==> config.mk <==
export PLATFORM = sky130hd
export DESIGN_NAME = mndc_cell_seq
export DESIGN_NICKNAME = d
export VERILOG_FILES = /design/src/mesh_node_degree_counter_assert.svh /design/src/mndc_pkg.sv /design/src/mndc_cell_seq.sv
export SDC_FILE = /design/constraint.sdc
export NUM_CORES = 1
export LEC_CHECK = 0
export ABC_CLOCK_PERIOD_IN_PS = 3890
export BUFFER_PORTS_ARGS = -buffer_cell sky130_fd_sc_hd__buf_4
export CAP_MARGIN = 20
export CORE_MARGIN = 1.5
export CORE_UTILIZATION = 50
export DETAILED_ROUTE_END_ITERATION = 7
export GPL_TIMING_DRIVEN = 0
export PLACE_DENSITY = 0.79
export SETUP_SLACK_MARGIN = 0.2
export SYNTH_ARGS = -nofsm -noshare
export SYNTH_HDL_FRONTEND = slang
export SYNTH_SLANG_ARGS = --single-unit
==> constraint.sdc <==
create_clock -name clk -period 3.89 [get_ports clk]
set_input_delay 0.1945 -clock clk [delete_from_list [all_inputs] [get_ports clk]]
set_output_delay 0.1945 -clock clk [all_outputs]
set_load 0.03 [all_outputs]
==> src/mesh_node_degree_counter_assert.svh <==
// assertion macros for the mesh node degree counter
// used by the top level only
`ifndef MESH_NODE_DEGREE_COUNTER_ASSERT_SVH
`define MESH_NODE_DEGREE_COUNTER_ASSERT_SVH
`define MNDC_ASSERT_IMP(lbl, a, c) \
    lbl: assert property (@(posedge clk) disable iff (!rst_n) (a) |-> (c)) \
        else $error("check failed");
`define MNDC_ASSERT_NXT(lbl, a, c) \
    lbl: assert property (@(posedge clk) disable iff (!rst_n) (a) |=> (c)) \
        else $error("check failed");
`endif

==> src/mndc_pkg.sv <==
// types, constants and edge tables for the mesh node degree counter
// no dependencies
package mndc_pkg;
    localparam logic [3:0] NONE_LOCAL = 4'd15;
    localparam logic [2:0] TYPE_TETRA = 3'd0;
    localparam logic [2:0] TYPE_PYRAMID = 3'd4;

    function automatic logic [3:0] corner_count(input logic [2:0] t);
        logic [3:0] r;
        case (t)
            3'd0: r = 4'd4;
            3'd1: r = 4'd8;
            3'd2: r = 4'd8;
            3'd3: r = 4'd6;
            3'd4: r = 4'd5;
            default: r = 4'd0;
        endcase
        return r;
    endfunction

    // local neighbour id of corner c, slot j
    function automatic logic [3:0] edge_loc(input logic [2:0] t, input logic [2:0] c,
                                            input logic [1:0] j);
        logic [15:0] row;
        case ({t, c})
            6'o00: row = 16'hF321; 6'o01: row = 16'hF320;
            6'o02: row = 16'hF310; 6'o03: row = 16'hF210;
            6'o10: row = 16'hF431; 6'o11: row = 16'hF520;
            6'o12: row = 16'hF631; 6'o13: row = 16'hF720;
            6'o14: row = 16'hF750; 6'o15: row = 16'hF641;
            6'o16: row = 16'hF752; 6'o17: row = 16'hF643;
            6'o20: row = 16'hF421; 6'o21: row = 16'hF530;
            6'o22: row = 16'hF630; 6'o23: row = 16'hF721;
            6'o24: row = 16'hF650; 6'o25: row = 16'hF741;
            6'o26: row = 16'hF742; 6'o27: row = 16'hF653;
            6'o30: row = 16'hF321; 6'o31: row = 16'hF420;
            6'o32: row = 16'hF510; 6'o33: row = 16'hF540;
            6'o34: row = 16'hF531; 6'o35: row = 16'hF432;
            6'o40: row = 16'hF431; 6'o41: row = 16'hF420;
            6'o42: row = 16'hF431; 6'o43: row = 16'hF420;
            6'o44: row = 16'h3210;
            default: row = 16'hFFFF;
        endcase
        return row[{j, 2'b00} +: 4];
    endfunction

    typedef struct packed {
        logic       start;
        logic [2:0] cell_type;
    } mndc_ctl_t;

    typedef struct packed {
        logic busy;
        logic ovf;
    } mndc_sts_t;
endpackage

==> src/mndc_cell_seq.sv <==
// steps through corners and edge slots of one cell, issuing list requests
// depends on mndc_pkg
module mndc_cell_seq import mndc_pkg::*; #(
    parameter int NODE_COUNT = 4096
) (
    input  logic                          clk,
    input  logic                          rst_n,
    input  mndc_ctl_t                     ctl,
    input  logic [11:0]                   pts [8],
    output logic                          op_valid,
    output logic [$clog2(NODE_COUNT)-1:0] op_node,
    output logic [11:0]                   op_nb,
    input  logic                          op_done,
    input  logic                          op_drop,
    output mndc_sts_t                     sts
);
    localparam int NW = $clog2(NODE_COUNT);

    logic       busy_reg, busy_next;
    logic       ovf_reg, ovf_next;
    logic       wait_reg, wait_next;
    logic [2:0] c_reg, c_next;
    logic [1:0] j_reg, j_next;
    logic [3:0] loc;
    logic [11:0] node_id;
    logic        skip;
    logic        last_slot;

    always_ff @(posedge clk or negedge rst_n)
    begin
        if (!rst_n)
        begin
            busy_reg <= 1'b0;
            ovf_reg <= 1'b0;
            wait_reg <= 1'b0;
            c_reg <= '0;
            j_reg <= '0;
        end
        else
        begin
            busy_reg <= busy_next;
            ovf_reg <= ovf_next;
            wait_reg <= wait_next;
            c_reg <= c_next;
            j_reg <= j_next;
        end
    end

    assign loc = edge_loc(ctl.cell_type, c_reg, j_reg);
    assign node_id = pts[c_reg];
    assign skip = (loc == NONE_LOCAL) || (32'(node_id) >= NODE_COUNT);
    assign op_node = NW'(node_id);
    assign op_nb = pts[loc[2:0]];
    assign op_valid = busy_reg && !wait_reg && !skip;
    assign sts.busy = busy_reg;
    assign sts.ovf = ovf_reg;
    assign last_slot = (j_reg == 2'd3) && ({1'b0, c_reg} == corner_count(ctl.cell_type) - 4'd1);

    always_comb
    begin
        busy_next = busy_reg;
        ovf_next = ovf_reg;
        wait_next = wait_reg;
        c_next = c_reg;
        j_next = j_reg;
        if (ctl.start)
        begin
            busy_next = 1'b1;
            ovf_next = 1'b0;
            wait_next = 1'b0;
            c_next = '0;
            j_next = '0;
        end
        else if (busy_reg)
        begin
            if (!wait_reg && !skip)
                wait_next = 1'b1;
            else if (!wait_reg || op_done)
            begin
                wait_next = 1'b0;
                if (op_done && op_drop)
                    ovf_next = 1'b1;
                j_next = j_reg + 2'd1;
                if (j_reg == 2'd3)
                    c_next = c_reg + 3'd1;
                if (last_slot)
                    busy_next = 1'b0;
            end
        end
    end
endmodule

==> results.py, run 1 <==
metrics = {
    "run_status": {
        "status": "stopped before the end",
        "lastStage": "global routing",
        "error": "[ERROR GRT-0232] Routing congestion too high. Check the congestion heatmap in the GUI.",
    },
    "cts": {
        "cts.sinks": 8,
        "numCtsBuffers": 3,
        "cts-root-buf": "clkbuf_8",
        "clock_path_buffers": 2,
        "htreeDepth": 1,
    },
    "logic_synthesis": {
        "synth-edff-count": 0,
        "yosysUniqueCellTypes": 57,
        "syn_nets": 522,
        "synth_top_flop_cell": "dfrtp_1",
        "syn_inst": 408,
        "synth_warnings": 0,
        "synth-seq-cells": 8,
        "syn_area_sq_um": 3190,
        "async_flop_share_pct": 100,
        "avgSynthCellArea_sq_um": 7.83,
        "seq_area_frac_synth_pct": 6.27,
    },
    "global_route": {
        "grt_max_degree": 13,
        "grt-ovfl-total": 1,
        "grt_usage_pct": 74.6,
    },
    "floorplan": {
        "die_h_um": 82.9,
        "fp.dieW_um": 82.9,
        "start_util_pct": 52.7,
        "io_pins": 131,
        "num_rows": 28,
    },
    "sta": {
        "worst_endpoint": "op_nb[5]",
        "endpoint_type": "top-level output",
    },
    "place": {
        "portBuffers": 129,
        "gp_congestion": 1.01,
        "placed_area_sq_um": 4340,
        "hpwl_um": 10700,
    },
}
## stage by stage
stage	setup TNS (ps)	std cells	setup WS, ps
floorplan	0	408	269
global placement	-4070	612	-567
detailed placement	-4810	612	-626
CTS	0	622	203
## logic make-up after synthesis
| family | count (synthesis) | synth area share (%) |
|---|---|---|
| XOR/XNOR | 2 | 0.548 |
| AO/OA/AOI/OAI | 137 | 36.8 |
| flip-flops | 8 | 6.27 |
| adder cells (fa/ha/maj) | 12 | 4.54 |
| buffers and inverters | 113 | 16.4 |
| AND/OR/NAND/NOR | 104 | 15.6 |
| multiplexers | 32 | 19.9 |
## metal layers
layer | GRT overflow | global-route usage, %
met1 | 0 | 75.7
met2 | 0 | 89.9
met3 | 0 | 61.9
met4 | 1 | 72.9
met5 | 0 | 9.85
## repair_timing
item | 4_1_cts
gates resized for setup | 235
cloned | 0
pin swaps | 6
setup buffers | 6
endpoints found under the hold margin | 8
setup endpoints to repair | 13
hold buffers | 1
## cells in the mapped netlist, types with 4 or more instances
master	n	share of area [%]
a21oi_1	4	0.63
nand2_1	48	5.6
buf_6	8	2.8
inv_1	55	6.5
mux2i_1	4	1.3
o21ai_0	6	0.94
a2111oi_0	96	26
ha_1	10	3.9
buf_4	5	1.2
nor2b_1	7	1.4
clkbuf_1	32	3.8
mux4_2	25	18
dfrtp_1	8	6.3
nor3_1	5	0.78
nor4_1	12	2.4
buf_2	7	1.1
nand2b_1	5	0.98
nor2_1	13	1.5
==> inputs of run 2 (changes only) <==
--- a/config.mk
+++ b/config.mk
@@ -9,11 +9,10 @@
 export BUFFER_PORTS_ARGS = -buffer_cell sky130_fd_sc_hd__buf_4
 export CAP_MARGIN = 20
 export CORE_MARGIN = 1.5
-export CORE_UTILIZATION = 50
+export CORE_UTILIZATION = 40
 export DETAILED_ROUTE_END_ITERATION = 7
 export GPL_TIMING_DRIVEN = 0
-export PLACE_DENSITY = 0.79
-export SETUP_SLACK_MARGIN = 0.2
+export PLACE_DENSITY_LB_ADDON = 0.15
 export SYNTH_ARGS = -nofsm -noshare
 export SYNTH_HDL_FRONTEND = slang
 export SYNTH_SLANG_ARGS = --single-unit
==> run 2 against run 1 <==
Effect of this change:
- the flow now finishes, with violations (negative setup slack)
- synthesized cell count did not move
- synthesized area unchanged
==> results.py, run 2 <==
metrics = {
    "cells_and_area": {
        "fin_util_pct": 70.9,
        "layout.cells.non_filler": 646,
        "layout_common_cells": "140 x buf_4, 54 x inv_1, 48 x nand2_1",
        "final_common_cell": "buf_4",
        "area_growth_pct": 71.5,
        "drive_gt1_share_pct": 56.8,
        "antenna_cells": 0,
        "nets": 660,
        "largest_reg_flops": 3,
    },
    "place": {
        "place_inst": 639,
        "hpwl_um": 10900,
        "gp_congestion": 1.02,
        "portBuffers": 129,
    },
    "global_route": {
        "grt_antenna_before_repair": 0,
        "grt-ovfl-total": 0,
        "grt_pass1_vias": 4341,
        "grt_max_degree": 13,
        "grt_usage_pct": 35.8,
        "grt_pass1_wl_um": 23700,
    },
    "worst_setup_path": {
        "r2r_end": "j_reg[0]",
        "critical_path_buf_inv_count": 5,
        "cp_num_cells": 12,
        "crit_fanout": 10,
        "ff2ff_path_depth": 12,
        "critical_path_required_ps": 3700,
        "worstSetupStartpointType": "flip-flop",
        "path_cells": "buf_12, buf_12, clkinvlp_4, ha_4, nor2_1, a21oi_2, mux4_2, buf_2, a2111oi_1, a2111oi_1, nor4_2, buf_4",
        "critPathKind": "reg -> out",
        "max_stage_delay_ps": 710,
        "crit_slowest_cell": "a2111oi_1",
        "cp-end-kind": "output pin",
        "crit_arrival_ps": 3710,
        "crit_family": "buffers and inverters",
        "reg2reg_from": "c_reg[0]",
        "reg2reg_slack_ps": 640,
    },
    "logic_synthesis": {
        "yosysTopAreaCell": "a2111oi_0",
        "synth-edff-count": 0,
        "yosys.area.top_type_share_pct": 26.3,
        "synth_area_leaders": "a2111oi_0 26%, mux4_2 18%, inv_1 6.5%",
        "synth-seq-cells": 8,
        "seq_area_frac_synth_pct": 6.27,
        "syn_inst": 408,
        "synth_warnings": 0,
        "avgSynthCellArea_sq_um": 7.83,
        "async_flop_share_pct": 100,
        "synth.most_common_cell": "a2111oi_0",
        "yosys-top-cells-count": "96 x a2111oi_0, 55 x inv_1, 48 x nand2_1",
        "synth_top_flop_cell": "dfrtp_1",
        "yosysUniqueCellTypes": 57,
        "syn_area_sq_um": 3190,
        "syn_nets": 522,
    },
    "cts": {
        "numCtsBuffers": 3,
        "cts-root-buf": "clkbuf_8",
        "clock_path_buffers": 2,
        "cts_tree": "done",
        "clk_pin_slew_ps": 40,
        "cts.sinks": 8,
        "htreeDepth": 1,
        "clock_latency_ps": 230,
    },
    "pwr": {
        "p_leak_nw": 2.06,
        "power_density_nw_per_um2": 246,
        "vdd_drop_max_uv": 254,
        "post-layout-total-power_mw": 1.35,
    },
    "worst_hold_path": {
        "hold_start": "op_drop",
        "hold_end": "ovf_reg",
        "holdPathStages": 3,
        "hp-class": "in -> reg",
    },
    "route": {
        "drt_pre_antenna_iters": 8,
        "routed_wl_um": 16800,
        "wl_per_cell_um": 26.0,
        "drc_errors": 0,
        "num_vias": 4650,
        "ant_nets": 0,
        "vias_per_cell": 7.20,
        "drt-initial-drc-count": 624,
    },
    "floorplan": {
        "dieArea_sq_um": 8530,
        "coreArea_sq_um": 7730,
        "start_util_pct": 41.3,
        "die_h_um": 92.4,
        "io_pins": 131,
        "fp.dieW_um": 92.4,
        "num_rows": 32,
    },
    "sta": {
        "hold_violations": 0,
        "relSlewSlack_pct": 30.8,
        "clock.fmax_mhz": 256,
        "setup_viol": 1,
        "min_period_over_period_pct": 100,
        "grt_setup_unrepaired": "yes",
        "min_period_ps": 3910,
        "worstMarginPinSlew_ps": 1040,
        "fin_skew_ps": 0.403,
        "fin_ws_ps": -18.8,
        "maxSlewViolCount": 0,
    },
    "run_status": {
        "status": "finished, violations left",
        "violations": "negative setup slack",
    },
    "run": {
        "maxCapViolCount": 0,
    },
}
[run 2: cell counts after synthesis]
No cell type changed its count.
[run 2: area by class of cell]
cell class,instances,area (sq um)
Fill cell,551,2250
Tap cell,102,128
Sequential cell,8,203
Multi-Input combinational cell,287,3500
Clock buffer,3,41.3
Buffer,56,390
Inverter,57,218
Timing Repair Buffer,133,1000
[run 2: cell families after synthesis]
logic type               count (synthesis)  synth area share, %
AO/OA/AOI/OAI                          137                 36.8
buffers and inverters                  113                 16.4
AND/OR/NAND/NOR                        104                 15.6
multiplexers                            32                 19.9
adder cells (fa/ha/maj)                 12                 4.54
flip-flops                               8                 6.27
XOR/XNOR                                 2                0.548
[run 2: worst register-to-register path, cell delays in order, from the launching register on]
cell and delay [ps]:
dfrtp_2 400, buf_12 160, buf_12 170, clkinvlp_4 150, ha_1 290, nor2b_1 200
o32a_1 200, o32ai_2 80, buf_4 160, clkbuf_4 190, or2_2 370, o41ai_2 370
mux2_2 380
[run 2: what timing repair did]
action | 4_1_cts | 5_1_grt
resized for setup | 178 | 92
pin swaps | 3 | 4
endpoints found under the setup margin | 12 | 12
endpoints found under the hold margin | 8 | 0
hold buffers | 1 | 0
setup buffers | 1 | 2
[run 2: through the flow]
stage	TNS [ps]	worst slack [ps]	hold slack [ps]	area [sq um]
after global placement	-5790	-707	15.4	4370
final	-18.8	-18.8	249	5480
after global routing	-597	-188	252	5480
after floorplan	0	174	-101	3270
after detailed placement	-5860	-678	17.1	4370
after CTS	0	32.4	243	5060
[run 2: how the worst max path moves through the flow]
stage,start,endpoint,slack [ps]
final,c_reg[0],op_nb[6],-20
after global placement,c_reg[0],op_nb[4],-710
after detailed placement,c_reg[0],op_nb[4],-680
after floorplan,c_reg[0],op_nb[10],170
after global routing,c_reg[0],op_nb[6],-190
after CTS,c_reg[0],op_nb[11],30
[run 2: routing by layer]
layer  global-route usage (%)  up-vias  routed length (um)
met5                        0        -                   0
met4                     13.5        0                 893
met3                     7.96       96                2260
met2                     53.6      458                7330
met1                     50.1     2182                6290
li1                         -     1914                   -
[run 2: where the power goes]
group | total, mW | leakage (nW) | internal, mW | switching (mW)
Combinational | 1.15 | 1.94 | 0.437 | 0.710
Clock | 0.101 | 0.0216 | 0.0671 | 0.0339
Sequential | 0.0979 | 0.101 | 0.0892 | 0.00865
No activity file was read; power rests on OpenSTA's default activity.
